## config.mk

```make
export PLATFORM = sky130hd
export DESIGN_NAME = process_image_layout_and_split_unit_flat
export DESIGN_NICKNAME = d
export VERILOG_FILES = /design/src/rtl/core/pils_pkg.sv /design/src/rtl/core/pils_ifs.sv /design/src/rtl/core/pils_ctrl.sv /design/src/rtl/core/pils_dpath.sv /design/src/rtl/core/process_image_layout_and_split_unit.sv /design/src/flat_wrapper.sv
export SDC_FILE = /design/constraint.sdc
export NUM_CORES = 2
export LEC_CHECK = 0
export CAP_MARGIN = 20
export CORE_MARGIN = 3
export CORE_UTILIZATION = 64
export CTS_BUF_LIST = sky130_fd_sc_hd__clkbuf_16
export DETAILED_ROUTE_END_ITERATION = 10
export DONT_BUFFER_PORTS = 1
export MAX_ROUTING_LAYER = met4
export PLACE_DENSITY = 0.91
export SYNTH_ARGS = -nofsm -noshare
export SYNTH_HDL_FRONTEND = slang
export SYNTH_HIERARCHICAL = 1
export SYNTH_SLANG_ARGS = --single-unit
```

## constraint.sdc

```tcl
create_clock -name clock -period 10.7 [get_ports clock]
set_clock_uncertainty 0.2 [all_clocks]
set_input_delay 0.535 -clock clock [delete_from_list [all_inputs] [get_ports clock]]
set_output_delay 0.535 -clock clock [all_outputs]
set_load 0.01 [all_outputs]
```

## src/rtl/core/pils_pkg.sv

```systemverilog
// ----------------------------------------------------------------------------
// Process image layout and split: shared package
// Sizes, result codes, controller states and the command and status bundles
// that pass between the controller and the datapath.
// ----------------------------------------------------------------------------
package pils_pkg;

   localparam int MAX_ENTRIES          = 32;
   localparam int OFFSET_BITS          = 16;
   localparam int DEFAULT_MAX_DATAGRAM = 1486;

   localparam int SLAVE_W   = 16;
   localparam int SIZE_W    = 12;
   localparam int ADDR_W    = 32;
   localparam int USERS_W   = 6;
   localparam int STATUS_W  = 3;
   localparam int AOFF_W    = 16;
   localparam int CSR_IDX_W = 2;

   localparam int OFS_W   = OFFSET_BITS;
   localparam int OFS_X_W = OFFSET_BITS + 1;
   localparam int IDX_W   = (MAX_ENTRIES > 1) ? $clog2(MAX_ENTRIES) : 1;
   localparam int CNT_W   = $clog2(MAX_ENTRIES + 1);
   localparam int KEY_W   = SLAVE_W + 1;
   localparam int ENTRY_W = SLAVE_W + 1 + OFS_W + SIZE_W;

   localparam logic OP_ADD    = 1'b0;
   localparam logic OP_FINISH = 1'b1;

   localparam logic [CSR_IDX_W-1:0] CSR_BASE_ADDRESS = CSR_IDX_W'(0);
   localparam logic [CSR_IDX_W-1:0] CSR_MAX_DATAGRAM = CSR_IDX_W'(1);

   typedef enum logic [STATUS_W-1:0] {
      STAT_OK       = 3'd0,
      STAT_FULL     = 3'd1,
      STAT_OVERSIZE = 3'd2,
      STAT_EMPTY    = 3'd3,
      STAT_OVERFLOW = 3'd4
   } status_type;

   typedef enum logic [2:0] {
      EM_NONE,
      EM_ADD,
      EM_OVERSIZE,
      EM_EMPTY,
      EM_SPLIT,
      EM_FINAL
   } emit_type;

   typedef enum logic [3:0] {
      ST_IDLE,
      ST_ADD,
      ST_CHK_RD,
      ST_CHK_EV,
      ST_OVERSIZE,
      ST_CHK_END,
      ST_WK_RD,
      ST_WK_EV,
      ST_WK_FIN
   } state_type;

   typedef struct packed {
      logic     load;
      logic     idx_clr;
      logic     idx_inc;
      logic     rd;
      logic     walk_init;
      logic     walk_step;
      emit_type emit;
   } cmd_type;

   typedef struct packed {
      logic is_add;
      logic out_free;
      logic n_zero;
      logic img_zero;
      logic idx_last;
      logic oversize;
      logic split;
   } stat_type;

endpackage

```

## src/rtl/core/pils_ifs.sv

```systemverilog
// ----------------------------------------------------------------------------
// Process image layout and split: channel interfaces
// Request, response and register write channels with valid/ready handshakes.
// ----------------------------------------------------------------------------
interface pils_req_if;
   logic        valid;
   logic        ready;
   logic        opcode;
   logic [15:0] slave_id;
   logic        direction;
   logic [11:0] entry_bytes;
   logic        overlap_allowed;
   modport source (output valid, opcode, slave_id, direction, entry_bytes,
                   overlap_allowed, input ready);
   modport sink   (input valid, opcode, slave_id, direction, entry_bytes,
                   overlap_allowed, output ready);
endinterface

interface pils_rsp_if;
   logic        valid;
   logic        ready;
   logic [2:0]  status;
   logic [15:0] assigned_offset;
   logic [31:0] logical_address;
   logic [11:0] datagram_bytes;
   logic [5:0]  input_users;
   logic [5:0]  output_users;
   logic        last;
   modport source (output valid, status, assigned_offset, logical_address,
                   datagram_bytes, input_users, output_users, last, input ready);
   modport sink   (input valid, status, assigned_offset, logical_address,
                   datagram_bytes, input_users, output_users, last, output ready);
endinterface

interface pils_csr_if;
   logic        valid;
   logic        ready;
   logic [1:0]  index;
   logic [31:0] wdata;
   modport source (output valid, index, wdata, input ready);
   modport sink   (input valid, index, wdata, output ready);
endinterface

```

## src/rtl/core/pils_ctrl.sv

```systemverilog
// ----------------------------------------------------------------------------
// Process image layout and split: controller
// Sequences add items, the size check pass and the split walk over the table.
// ----------------------------------------------------------------------------
module pils_ctrl (
   input  logic               clock,
   input  logic               reset,
   input  logic               req_valid,
   output logic               req_ready,
   input  pils_pkg::stat_type stat,
   output pils_pkg::cmd_type  cmd
);
   import pils_pkg::*;

   state_type state_ff, state_in;

   always_ff @(posedge clock) begin
      if (reset) begin
         state_ff <= ST_IDLE;
      end else begin
         state_ff <= state_in;
      end
   end

   always_comb begin
      state_in  = state_ff;
      cmd       = '0;
      cmd.emit  = EM_NONE;
      req_ready = 1'b0;
      case (state_ff)
         ST_IDLE: begin
            req_ready = !reset;
            if (req_valid && !reset) begin
               cmd.load    = 1'b1;
               cmd.idx_clr = 1'b1;
               state_in    = ST_ADD;
            end
         end
         ST_ADD: begin
            if (!stat.is_add) begin
               state_in = stat.n_zero ? ST_CHK_END : ST_CHK_RD;
            end else if (stat.out_free) begin
               cmd.emit = EM_ADD;
               state_in = ST_IDLE;
            end
         end
         ST_CHK_RD: begin
            cmd.rd   = 1'b1;
            state_in = ST_CHK_EV;
         end
         ST_CHK_EV: begin
            if (stat.oversize) begin
               state_in = ST_OVERSIZE;
            end else begin
               cmd.idx_inc = 1'b1;
               state_in    = stat.idx_last ? ST_CHK_END : ST_CHK_RD;
            end
         end
         ST_OVERSIZE: begin
            if (stat.out_free) begin
               cmd.emit = EM_OVERSIZE;
               state_in = ST_IDLE;
            end
         end
         ST_CHK_END: begin
            if (stat.n_zero || stat.img_zero) begin
               if (stat.out_free) begin
                  cmd.emit = EM_EMPTY;
                  state_in = ST_IDLE;
               end
            end else begin
               cmd.walk_init = 1'b1;
               cmd.idx_clr   = 1'b1;
               state_in      = ST_WK_RD;
            end
         end
         ST_WK_RD: begin
            cmd.rd   = 1'b1;
            state_in = ST_WK_EV;
         end
         ST_WK_EV: begin
            // A split sends out the finished datagram, so it waits for room.
            if (!stat.split || stat.out_free) begin
               cmd.walk_step = 1'b1;
               cmd.idx_inc   = 1'b1;
               cmd.emit      = stat.split ? EM_SPLIT : EM_NONE;
               state_in      = stat.idx_last ? ST_WK_FIN : ST_WK_RD;
            end
         end
         ST_WK_FIN: begin
            if (stat.out_free) begin
               cmd.emit = EM_FINAL;
               state_in = ST_IDLE;
            end
         end
         default: begin
            state_in = ST_IDLE;
         end
      endcase
   end

endmodule

```

## src/rtl/core/pils_dpath.sv

```systemverilog
// ----------------------------------------------------------------------------
// Process image layout and split: datapath
// Fill pointers, entry table memory, split walk registers and result register.
// ----------------------------------------------------------------------------
module pils_dpath (
   input  logic                                clock,
   input  logic                                reset,
   input  pils_pkg::cmd_type                   cmd,
   output pils_pkg::stat_type                  stat,
   input  logic                                req_opcode,
   input  logic [pils_pkg::SLAVE_W-1:0]        req_slave_id,
   input  logic                                req_direction,
   input  logic [pils_pkg::SIZE_W-1:0]         req_entry_bytes,
   input  logic                                req_overlap_allowed,
   input  logic                                csr_valid,
   input  logic [pils_pkg::CSR_IDX_W-1:0]      csr_index,
   input  logic [pils_pkg::ADDR_W-1:0]         csr_wdata,
   output logic                                rsp_valid,
   input  logic                                rsp_ready,
   output logic [pils_pkg::STATUS_W-1:0]       rsp_status,
   output logic [pils_pkg::AOFF_W-1:0]         rsp_assigned_offset,
   output logic [pils_pkg::ADDR_W-1:0]         rsp_logical_address,
   output logic [pils_pkg::SIZE_W-1:0]         rsp_datagram_bytes,
   output logic [pils_pkg::USERS_W-1:0]        rsp_input_users,
   output logic [pils_pkg::USERS_W-1:0]        rsp_output_users,
   output logic                                rsp_last
);
   import pils_pkg::*;

   logic [ADDR_W-1:0]  base_ff;
   logic [SIZE_W-1:0]  max_ff;
   logic               op_ff;
   logic [SLAVE_W-1:0] slave_ff;
   logic               dir_ff;
   logic [SIZE_W-1:0]  size_ff;
   logic               overlap_ff;
   logic [OFS_W-1:0]   fill_in_ff, fill_out_ff, image_ff;
   logic [SLAVE_W-1:0] prev_slave_ff;
   logic               prev_valid_ff;
   logic [CNT_W-1:0]   count_ff;
   logic [ENTRY_W-1:0] mem [MAX_ENTRIES];
   logic [ENTRY_W-1:0] rd_data_ff;
   logic [CNT_W-1:0]   idx_ff;
   logic [OFS_W-1:0]   dg_off_ff, cand_ff;
   logic [KEY_W-1:0]   seen_ff [MAX_ENTRIES];
   logic [CNT_W-1:0]   seen_cnt_ff;
   logic [CNT_W-1:0]   used_in_ff, used_out_ff;

   logic                  out_valid_ff;
   logic [STATUS_W-1:0]   out_status_ff;
   logic [AOFF_W-1:0]     out_off_ff;
   logic [ADDR_W-1:0]     out_addr_ff;
   logic [SIZE_W-1:0]     out_len_ff;
   logic [USERS_W-1:0]    out_in_u_ff, out_out_u_ff;
   logic                  out_last_ff;

   // Add path.
   logic               add_same, add_full, add_ovf, add_ok;
   logic [OFS_W-1:0]   add_base, add_off, add_fin, add_fout;
   logic [OFS_X_W-1:0] add_end;

   always_comb begin
      add_base = (fill_in_ff > fill_out_ff) ? fill_in_ff : fill_out_ff;
      add_same = overlap_ff && prev_valid_ff && (slave_ff == prev_slave_ff);
      if (add_same) begin
         add_off = dir_ff ? fill_in_ff : fill_out_ff;
      end else begin
         add_off = add_base;
      end
      add_end  = {1'b0, add_off} + OFS_X_W'(size_ff);
      add_full = (count_ff >= CNT_W'(MAX_ENTRIES));
      add_ovf  = add_end[OFS_W];
      add_ok   = (cmd.emit == EM_ADD) && !add_full && !add_ovf;
      add_fin  = add_same ? fill_in_ff : add_base;
      add_fout = add_same ? fill_out_ff : add_base;
      if (dir_ff) begin
         add_fin = add_end[OFS_W-1:0];
      end else begin
         add_fout = add_end[OFS_W-1:0];
      end
   end

   // Walk path on the entry just read.
   logic [SIZE_W-1:0]  rd_size;
   logic [OFS_W-1:0]   rd_off, wk_end;
   logic               rd_dir, wk_match, split;
   logic [SLAVE_W-1:0] rd_slave;
   logic [KEY_W-1:0]   rd_key;
   logic [OFS_X_W-1:0] wk_end_x;

   always_comb begin
      rd_size  = rd_data_ff[SIZE_W-1:0];
      rd_off   = rd_data_ff[SIZE_W +: OFS_W];
      rd_dir   = rd_data_ff[SIZE_W + OFS_W];
      rd_slave = rd_data_ff[SIZE_W + OFS_W + 1 +: SLAVE_W];
      rd_key   = {rd_slave, rd_dir};
      wk_end_x = {1'b0, rd_off} + OFS_X_W'(rd_size);
      wk_end   = wk_end_x[OFS_W-1:0];
      split    = (rd_off >= cand_ff) &&
                 ((wk_end_x - {1'b0, dg_off_ff}) > OFS_X_W'(max_ff));
      wk_match = 1'b0;
      for (int k = 0; k < MAX_ENTRIES; k++) begin
         if ((CNT_W'(k) < seen_cnt_ff) && (seen_ff[k] == rd_key)) begin
            wk_match = 1'b1;
         end
      end
   end

   logic out_free;
   assign out_free = !out_valid_ff || rsp_ready;

   always_comb begin
      stat.is_add   = (op_ff == OP_ADD);
      stat.out_free = out_free;
      stat.n_zero   = (count_ff == '0);
      stat.img_zero = (image_ff == '0);
      stat.idx_last = ((idx_ff + CNT_W'(1)) == count_ff);
      stat.oversize = (rd_size > max_ff);
      stat.split    = split;
   end

   // Registers and item latch.
   always_ff @(posedge clock) begin
      if (reset) begin
         base_ff       <= '0;
         max_ff        <= SIZE_W'(DEFAULT_MAX_DATAGRAM);
         fill_in_ff    <= '0;
         fill_out_ff   <= '0;
         image_ff      <= '0;
         prev_slave_ff <= '0;
         prev_valid_ff <= 1'b0;
         count_ff      <= '0;
      end else begin
         if (csr_valid) begin
            case (csr_index)
               CSR_BASE_ADDRESS: base_ff <= csr_wdata;
               CSR_MAX_DATAGRAM: max_ff  <= csr_wdata[SIZE_W-1:0];
               default: ;
            endcase
         end
         if (add_ok) begin
            fill_in_ff    <= add_fin;
            fill_out_ff   <= add_fout;
            image_ff      <= (add_fin > add_fout) ? add_fin : add_fout;
            prev_slave_ff <= slave_ff;
            prev_valid_ff <= 1'b1;
            count_ff      <= count_ff + CNT_W'(1);
         end
      end
   end

   always_ff @(posedge clock) begin
      if (cmd.load) begin
         op_ff      <= req_opcode;
         slave_ff   <= req_slave_id;
         dir_ff     <= req_direction;
         size_ff    <= req_entry_bytes;
         overlap_ff <= req_overlap_allowed;
      end
   end

   // Entry table: one write port for adds, one registered read port for the size check and the walk.
   always_ff @(posedge clock) begin
      if (add_ok) begin
         mem[count_ff[IDX_W-1:0]] <= {slave_ff, dir_ff, add_off, size_ff};
      end
      if (cmd.rd) begin
         rd_data_ff <= mem[idx_ff[IDX_W-1:0]];
      end
   end

   // Walk state. The seen list holds the slave and direction pairs of the
   // datagram being built, so each pair is counted once per datagram.
   always_ff @(posedge clock) begin
      if (reset) begin
         idx_ff      <= '0;
         seen_cnt_ff <= '0;
      end else begin
         if (cmd.idx_clr) begin
            idx_ff <= '0;
         end else if (cmd.idx_inc) begin
            idx_ff <= idx_ff + CNT_W'(1);
         end
         if (cmd.walk_init) begin
            seen_cnt_ff <= '0;
         end else if (cmd.walk_step) begin
            if (split) begin
               seen_cnt_ff <= CNT_W'(1);
            end else if (!wk_match) begin
               seen_cnt_ff <= seen_cnt_ff + CNT_W'(1);
            end
         end
      end
   end

   always_ff @(posedge clock) begin
      if (cmd.walk_init) begin
         dg_off_ff   <= '0;
         cand_ff     <= '0;
         used_in_ff  <= '0;
         used_out_ff <= '0;
      end else if (cmd.walk_step) begin
         if (wk_end > cand_ff) begin
            cand_ff <= wk_end;
         end
         if (split) begin
            dg_off_ff   <= cand_ff;
            seen_ff[0]  <= rd_key;
            used_in_ff  <= rd_dir ? CNT_W'(1) : '0;
            used_out_ff <= rd_dir ? '0 : CNT_W'(1);
         end else if (!wk_match) begin
            seen_ff[seen_cnt_ff[IDX_W-1:0]] <= rd_key;
            if (rd_dir) begin
               used_in_ff <= used_in_ff + CNT_W'(1);
            end else begin
               used_out_ff <= used_out_ff + CNT_W'(1);
            end
         end
      end
   end

   // Result register.
   always_ff @(posedge clock) begin
      if (reset) begin
         out_valid_ff <= 1'b0;
      end else if (cmd.emit != EM_NONE) begin
         out_valid_ff <= 1'b1;
      end else if (rsp_ready) begin
         out_valid_ff <= 1'b0;
      end
   end

   always_ff @(posedge clock) begin
      if (cmd.emit != EM_NONE) begin
         out_status_ff <= STAT_OK;
         out_off_ff    <= '0;
         out_addr_ff   <= '0;
         out_len_ff    <= '0;
         out_in_u_ff   <= '0;
         out_out_u_ff  <= '0;
         out_last_ff   <= 1'b1;
         case (cmd.emit)
            EM_ADD: begin
               if (add_full) begin
                  out_status_ff <= STAT_FULL;
               end else if (add_ovf) begin
                  out_status_ff <= STAT_OVERFLOW;
               end else begin
                  out_off_ff <= AOFF_W'(add_off);
               end
            end
            EM_OVERSIZE: out_status_ff <= STAT_OVERSIZE;
            EM_EMPTY:    out_status_ff <= STAT_EMPTY;
            EM_SPLIT: begin
               out_addr_ff  <= base_ff + ADDR_W'(dg_off_ff);
               out_len_ff   <= SIZE_W'(cand_ff - dg_off_ff);
               out_in_u_ff  <= USERS_W'(used_in_ff);
               out_out_u_ff <= USERS_W'(used_out_ff);
               out_last_ff  <= 1'b0;
            end
            EM_FINAL: begin
               if (image_ff > dg_off_ff) begin
                  out_addr_ff  <= base_ff + ADDR_W'(dg_off_ff);
                  out_len_ff   <= SIZE_W'(image_ff - dg_off_ff);
                  out_in_u_ff  <= USERS_W'(used_in_ff);
                  out_out_u_ff <= USERS_W'(used_out_ff);
               end else begin
                  out_status_ff <= STAT_EMPTY;
               end
            end
            default: ;
         endcase
      end
   end

   assign rsp_valid           = out_valid_ff;
   assign rsp_status          = out_status_ff;
   assign rsp_assigned_offset = out_off_ff;
   assign rsp_logical_address = out_addr_ff;
   assign rsp_datagram_bytes  = out_len_ff;
   assign rsp_input_users     = out_in_u_ff;
   assign rsp_output_users    = out_out_u_ff;
   assign rsp_last            = out_last_ff;

   a_no_overwrite: assert property (@(posedge clock) disable iff (reset)
      (cmd.emit != EM_NONE) |-> out_free)
      else $error("result register overwritten while still held");

   a_count_bound: assert property (@(posedge clock) disable iff (reset)
      count_ff <= CNT_W'(MAX_ENTRIES))
      else $error("entry count beyond table depth");

   a_seen_bound: assert property (@(posedge clock) disable iff (reset)
      cmd.walk_step |-> (seen_cnt_ff <= idx_ff))
      else $error("seen list larger than walked entries");

   a_image_covers: assert property (@(posedge clock) disable iff (reset)
      (image_ff >= fill_in_ff) && (image_ff >= fill_out_ff))
      else $error("image size below a fill pointer");

endmodule

```

## src/rtl/core/process_image_layout_and_split_unit.sv

```systemverilog
// ----------------------------------------------------------------------------
// Process image layout and split unit
// Places mapping entries in a process image and splits it into datagrams.
// ----------------------------------------------------------------------------
// One item at a time. An add item is latched when it is accepted and places
// its result in the output register once that register is free. A finish
// item first reads every table entry to check its size, stopping with an
// oversize result at the first entry larger than the maximum datagram, and
// then reads every entry again for the split walk, all on the single
// registered read port of the entry table. A finish on an empty table or
// image returns an empty result without the walk. Every result waits until
// the output register is free, so the response side can stall the walk at a
// split. The block takes a new item once the previous one has placed its
// final result in the output register. Register writes are taken in every
// cycle outside reset.
module process_image_layout_and_split_unit (
   input logic        clock,
   input logic        reset,
   pils_req_if.sink   req_bus,
   pils_rsp_if.source rsp_bus,
   pils_csr_if.sink   csr_bus
);
   import pils_pkg::*;

   cmd_type  cmd;
   stat_type stat;

   assign csr_bus.ready = !reset;

   pils_ctrl u_ctrl (
      .clock     (clock),
      .reset     (reset),
      .req_valid (req_bus.valid),
      .req_ready (req_bus.ready),
      .stat      (stat),
      .cmd       (cmd)
   );

   pils_dpath u_dpath (
      .clock               (clock),
      .reset               (reset),
      .cmd                 (cmd),
      .stat                (stat),
      .req_opcode          (req_bus.opcode),
      .req_slave_id        (req_bus.slave_id),
      .req_direction       (req_bus.direction),
      .req_entry_bytes     (req_bus.entry_bytes),
      .req_overlap_allowed (req_bus.overlap_allowed),
      .csr_valid           (csr_bus.valid),
      .csr_index           (csr_bus.index),
      .csr_wdata           (csr_bus.wdata),
      .rsp_valid           (rsp_bus.valid),
      .rsp_ready           (rsp_bus.ready),
      .rsp_status          (rsp_bus.status),
      .rsp_assigned_offset (rsp_bus.assigned_offset),
      .rsp_logical_address (rsp_bus.logical_address),
      .rsp_datagram_bytes  (rsp_bus.datagram_bytes),
      .rsp_input_users     (rsp_bus.input_users),
      .rsp_output_users    (rsp_bus.output_users),
      .rsp_last            (rsp_bus.last)
   );

endmodule
```

## src/flat_wrapper.sv

```systemverilog
// flat-port wrapper written by rule: the top's interface ports become plain ports
module process_image_layout_and_split_unit_flat import pils_pkg::*;
  (clock, reset, req_bus_valid, req_bus_opcode, req_bus_slave_id, req_bus_direction, req_bus_entry_bytes, req_bus_overlap_allowed, req_bus_ready, rsp_bus_valid, rsp_bus_status, rsp_bus_assigned_offset, rsp_bus_logical_address, rsp_bus_datagram_bytes, rsp_bus_input_users, rsp_bus_output_users, rsp_bus_last, rsp_bus_ready, csr_bus_valid, csr_bus_index, csr_bus_wdata, csr_bus_ready);
  pils_req_if req_bus_i ();
  pils_rsp_if rsp_bus_i ();
  pils_csr_if csr_bus_i ();
  input logic clock;
  input logic reset;
  input wire logic [$bits(req_bus_i.valid)-1:0] req_bus_valid;
  input wire logic [$bits(req_bus_i.opcode)-1:0] req_bus_opcode;
  input wire logic [$bits(req_bus_i.slave_id)-1:0] req_bus_slave_id;
  input wire logic [$bits(req_bus_i.direction)-1:0] req_bus_direction;
  input wire logic [$bits(req_bus_i.entry_bytes)-1:0] req_bus_entry_bytes;
  input wire logic [$bits(req_bus_i.overlap_allowed)-1:0] req_bus_overlap_allowed;
  output wire logic [$bits(req_bus_i.ready)-1:0] req_bus_ready;
  output wire logic [$bits(rsp_bus_i.valid)-1:0] rsp_bus_valid;
  output wire logic [$bits(rsp_bus_i.status)-1:0] rsp_bus_status;
  output wire logic [$bits(rsp_bus_i.assigned_offset)-1:0] rsp_bus_assigned_offset;
  output wire logic [$bits(rsp_bus_i.logical_address)-1:0] rsp_bus_logical_address;
  output wire logic [$bits(rsp_bus_i.datagram_bytes)-1:0] rsp_bus_datagram_bytes;
  output wire logic [$bits(rsp_bus_i.input_users)-1:0] rsp_bus_input_users;
  output wire logic [$bits(rsp_bus_i.output_users)-1:0] rsp_bus_output_users;
  output wire logic [$bits(rsp_bus_i.last)-1:0] rsp_bus_last;
  input wire logic [$bits(rsp_bus_i.ready)-1:0] rsp_bus_ready;
  input wire logic [$bits(csr_bus_i.valid)-1:0] csr_bus_valid;
  input wire logic [$bits(csr_bus_i.index)-1:0] csr_bus_index;
  input wire logic [$bits(csr_bus_i.wdata)-1:0] csr_bus_wdata;
  output wire logic [$bits(csr_bus_i.ready)-1:0] csr_bus_ready;
  assign req_bus_i.valid = req_bus_valid;
  assign req_bus_i.opcode = req_bus_opcode;
  assign req_bus_i.slave_id = req_bus_slave_id;
  assign req_bus_i.direction = req_bus_direction;
  assign req_bus_i.entry_bytes = req_bus_entry_bytes;
  assign req_bus_i.overlap_allowed = req_bus_overlap_allowed;
  assign req_bus_ready = req_bus_i.ready;
  assign rsp_bus_valid = rsp_bus_i.valid;
  assign rsp_bus_status = rsp_bus_i.status;
  assign rsp_bus_assigned_offset = rsp_bus_i.assigned_offset;
  assign rsp_bus_logical_address = rsp_bus_i.logical_address;
  assign rsp_bus_datagram_bytes = rsp_bus_i.datagram_bytes;
  assign rsp_bus_input_users = rsp_bus_i.input_users;
  assign rsp_bus_output_users = rsp_bus_i.output_users;
  assign rsp_bus_last = rsp_bus_i.last;
  assign rsp_bus_i.ready = rsp_bus_ready;
  assign csr_bus_i.valid = csr_bus_valid;
  assign csr_bus_i.index = csr_bus_index;
  assign csr_bus_i.wdata = csr_bus_wdata;
  assign csr_bus_ready = csr_bus_i.ready;
  process_image_layout_and_split_unit u_core (.clock(clock), .reset(reset), .req_bus(req_bus_i), .rsp_bus(rsp_bus_i), .csr_bus(csr_bus_i));
endmodule
```

==> results.md <==
- Top-area cell type share of the netlist area: 65.9%
- Synthesized area per cell: about 17 um2
- Endpoints failing setup: 0
- DR DRC count: 0
- Setup crit end kind: register
- Flops & latches, synth: around 2300
- Clock Pin Slew Worst Setup and Hold Paths: 0.07 ns
- Min cycle time layout: 9.91 ns
- Mapped Cells: 5662
- FP Rows: 142
- Max Fclk: 0.101 GHz
- Placed cell areas: 0.100 mm2
- Ports: around 150
- Area of the multi-input gates: 0.0283 mm2
- Max Fanout on Critical Path: 34
- Largest net degree at the start of global routing: between 150 and 200
- PortBufs: 0
- Maximum clock insertion buffer count: 3
- Fillers: ~8000
- Tot GR Track Use: between 30% and 40%
- Hold path cells: 1
- Max-slew headroom: 16.9%
- Util after Layout: between 70% and 80%
- Synth async-reset ratio: 0%
- Max Cap Violations: 0
- Commonest cells post-synth: edfxtp_1, mux4_2, xor2_1
- Area grow syn2layout: 11.4%
- Met3 routed WL: 37800 um
- Actual slew at the worst max-slew pin: 1.25 ns
- Final WL: 287000 um
- Via Count: 58000
- Outcome: finished, final reports clean
- Cell accounting for the most synthesized area: edfxtp_1
- Syn Nets: 5919
- RSZ-0062 raised after global routing: no
- Hold-fix buffers at CTS: roughly 80
- Die height: approximately 400 um
- Vias in the first global route: 56800
- Starting Density: 64.6%
- Cell Area, Synth: 0.0973 mm2
- GPL Wtd Cong: 0.922
- M1 WL: 92000 um
- Inserted Clock Buffers: approximately 210
- Final hold vios: 0
- First-pass GRT wire length: between 400000 and 500000 um
- Final max-slew violation count: 0
- Final instance area: about 0.11 mm2
- Leakage power: ~35 nW
- Worst R2R Setup Slack: ~0.8 ns
- DRT Pass-1 Iters: 8
- Netlist cell types: a little over 80
- Nets: between 6000 and 7000
- Seq/Total Area, Yosys: a little under 70%
- Most area-consuming cells after synthesis: edfxtp_1, mux4_2, dfxtp_1
- Setup CP Type: register to register
- Critical Path RT: 11.04 ns
- CP Launch Type: register
- Grt total ovfl: 0
- Number of synthesized flops with an enable pin: around 2100
- Antenna violations before repair: 30
- Post-CTS resize count: 0
- Setup WS pre-CTS: 1.28 ns
- Sequential cell area: 0.0677 mm2
- Core ar.: 0.150 mm2
- Die area: 0.157 mm2
- Launch point of the worst reg-to-reg path: u_core/u_dpath/slave_ff[10]
- Pwr Density: 173 mW/mm2
- CTS tree: yes
- Share of layout cells above drive strength 1: a little under a fifth
- Chip width: 396 um
- Highest metal layer with signal wires: met4
- Iteration-0 DRC Markers: 9583
- Routed len/inst: around 36 um
- Max rail drop VDD: ~0.00019 V
- Synth Flop Type: edfxtp_1
- H-tree levels: 4
- Hold path start: req_bus_entry_bytes[3]
- Clock latency on the worst-skew pair: 0.87 ns
- Final Cycle Share: 92.6%
- Worst setup path start: u_core/u_dpath/slave_ff[10]
- Worst EP arrival: between 10 and 15 ns
- Most frequent cell after synthesis: edfxtp_1
- Final hold slack: 0.102 ns
- Metal2 WL: 137000 um
- Reg-to-reg critical path endpoint: u_core/u_dpath/mem[24][28]
- Depth of the worst register-to-register path: 19
- Worst setup margin: 0.791 ns
- Clk root buf: clkbuf_16
- TNS Setup: 0 ns
- WHS Endpoint: u_core/u_dpath/size_ff[3]
- Post-DR vias/cell: roughly 7.2
- Clock Sinks: 2312
- Post-CTS setup buffer count: 0
- Dpl hpwl: roughly 160000 um
- Hold Path Class: input pin to register
- Post-route ant nets: 0
- Yosys warnings: 6
==> critical path: stages, from the launching register on <==
cell      delay, ns
edfxtp_1       0.98
xor2_1         0.24
nor4_1         0.44
nand4_1        0.17
or4_1          0.80
mux2i_4        0.92
o21ai_4        0.50
ha_1           0.41
fa_1           0.47
a211oi_1       0.46
o21ai_0        0.30
a31oi_1        0.34
a21o_1         0.38
nor3b_1        0.11
mux2i_2        0.16
buf_4          0.35
and2_2         0.30
nand2_1        0.63
nor2_4         0.94
buf_4          0.39
==> cell families after synthesis <==
kind of cell	synth area share [%]
flip-flops	69.6
AND/OR/NAND/NOR	4.86
XOR/XNOR	5.82
multiplexers	11.9
AO/OA/AOI/OAI	3.67
buffers and inverters	1.70
adder cells (fa/ha/maj)	2.45
==> registers in the layout (all words and copies together) (netlist names), 32 cells and up <==
name / flops
u_core/u_dpath/seen_ff: 544
u_core/u_dpath/base_ff: 32
u_core/u_dpath/rsp_logical_address: 32
u_core/u_dpath/mem: 1440
u_core/u_dpath/rd_data_ff: 45
==> worst max-delay path by stage <==
stage | end | slack, ns | depth (start not counted)
after global placement | u_core/u_dpath/seen_ff[10][10] | 1.46 | 30
after detailed placement | u_core/u_dpath/seen_ff[10][0] | 1.28 | 30
after global routing | u_core/u_dpath/mem[24][14] | 0.73 | 29
final | u_core/u_dpath/mem[24][28] | 0.79 | 19
after CTS | u_core/u_dpath/seen_ff[10][9] | 1.20 | 30
after floorplan | u_core/u_dpath/mem[24][0] | 1.38 | 30
==> cell usage in the layout, fill, tap and decap left out, drive strengths merged, types with 18 or more instances in the layout <==
master | netlist | layout
a21oi | 234 | 234
mux4 | 450 | 450
dlygate4sd3 | 0 | 80
o211ai | 18 | 18
or3 | 31 | 31
nor4 | 94 | 94
nor2b | 25 | 25
nor3 | 63 | 63
a211oi | 21 | 21
buf | 126 | 174
inv | 124 | 174
diode | 0 | 25
and2 | 27 | 27
mux2i | 79 | 79
clkbuf | 153 | 214
o21ai | 119 | 119
xnor2 | 267 | 267
nand2b | 22 | 22
bufinv | 0 | 21
nor2 | 174 | 174
nand2 | 251 | 251
nand4 | 86 | 86
mux2 | 61 | 61
o22ai | 19 | 19
dfxtp | 176 | 176
edfxtp | 2136 | 2136
a21o | 33 | 33
ha | 181 | 181
xor2 | 379 | 379
clkinv | 1 | 101
and3 | 32 | 32
nand3 | 87 | 87
==> power by group <==
| part | total [W] | internal [W] | leakage [nW] | switching, W |
|---|---|---|---|---|
| sequential | 0.0100 | 0.00994 | 21.0 | 0.0000877 |
| clock | 0.00767 | 0.00416 | 3.57 | 0.00351 |
| combinational | 0.00106 | 0.000347 | 10.5 | 0.000712 |
==> routing by layer <==
layer / vias up / global-route usage (%)
met5: - / -
met4: 0 / 20.1
met3: 1234 / 9.07
met2: 5549 / 58.5
met1: 28600 / 47.0
li1: 22500 / -
==> per-stage QoR <==
step                instances  power [W]
detailed placement       7566     0.0112
CTS                      8041     0.0187
global placement         7564     0.0111
finish                   8072     0.0188
global route             8067     0.0192
floorplan                5662     0.0108
==> layout make-up <==
type                    instances  area share [%]
clock buffers                 214            4.94
clock inverters               180            1.48
repair buffers                254            2.17
inverters                     125           0.434
multi-input cells            2946            26.1
flip-flops and latches       2312            62.4
well taps                    2016            2.33
diodes                         25          0.0577
No activity file was read; power rests on OpenSTA's default activity.
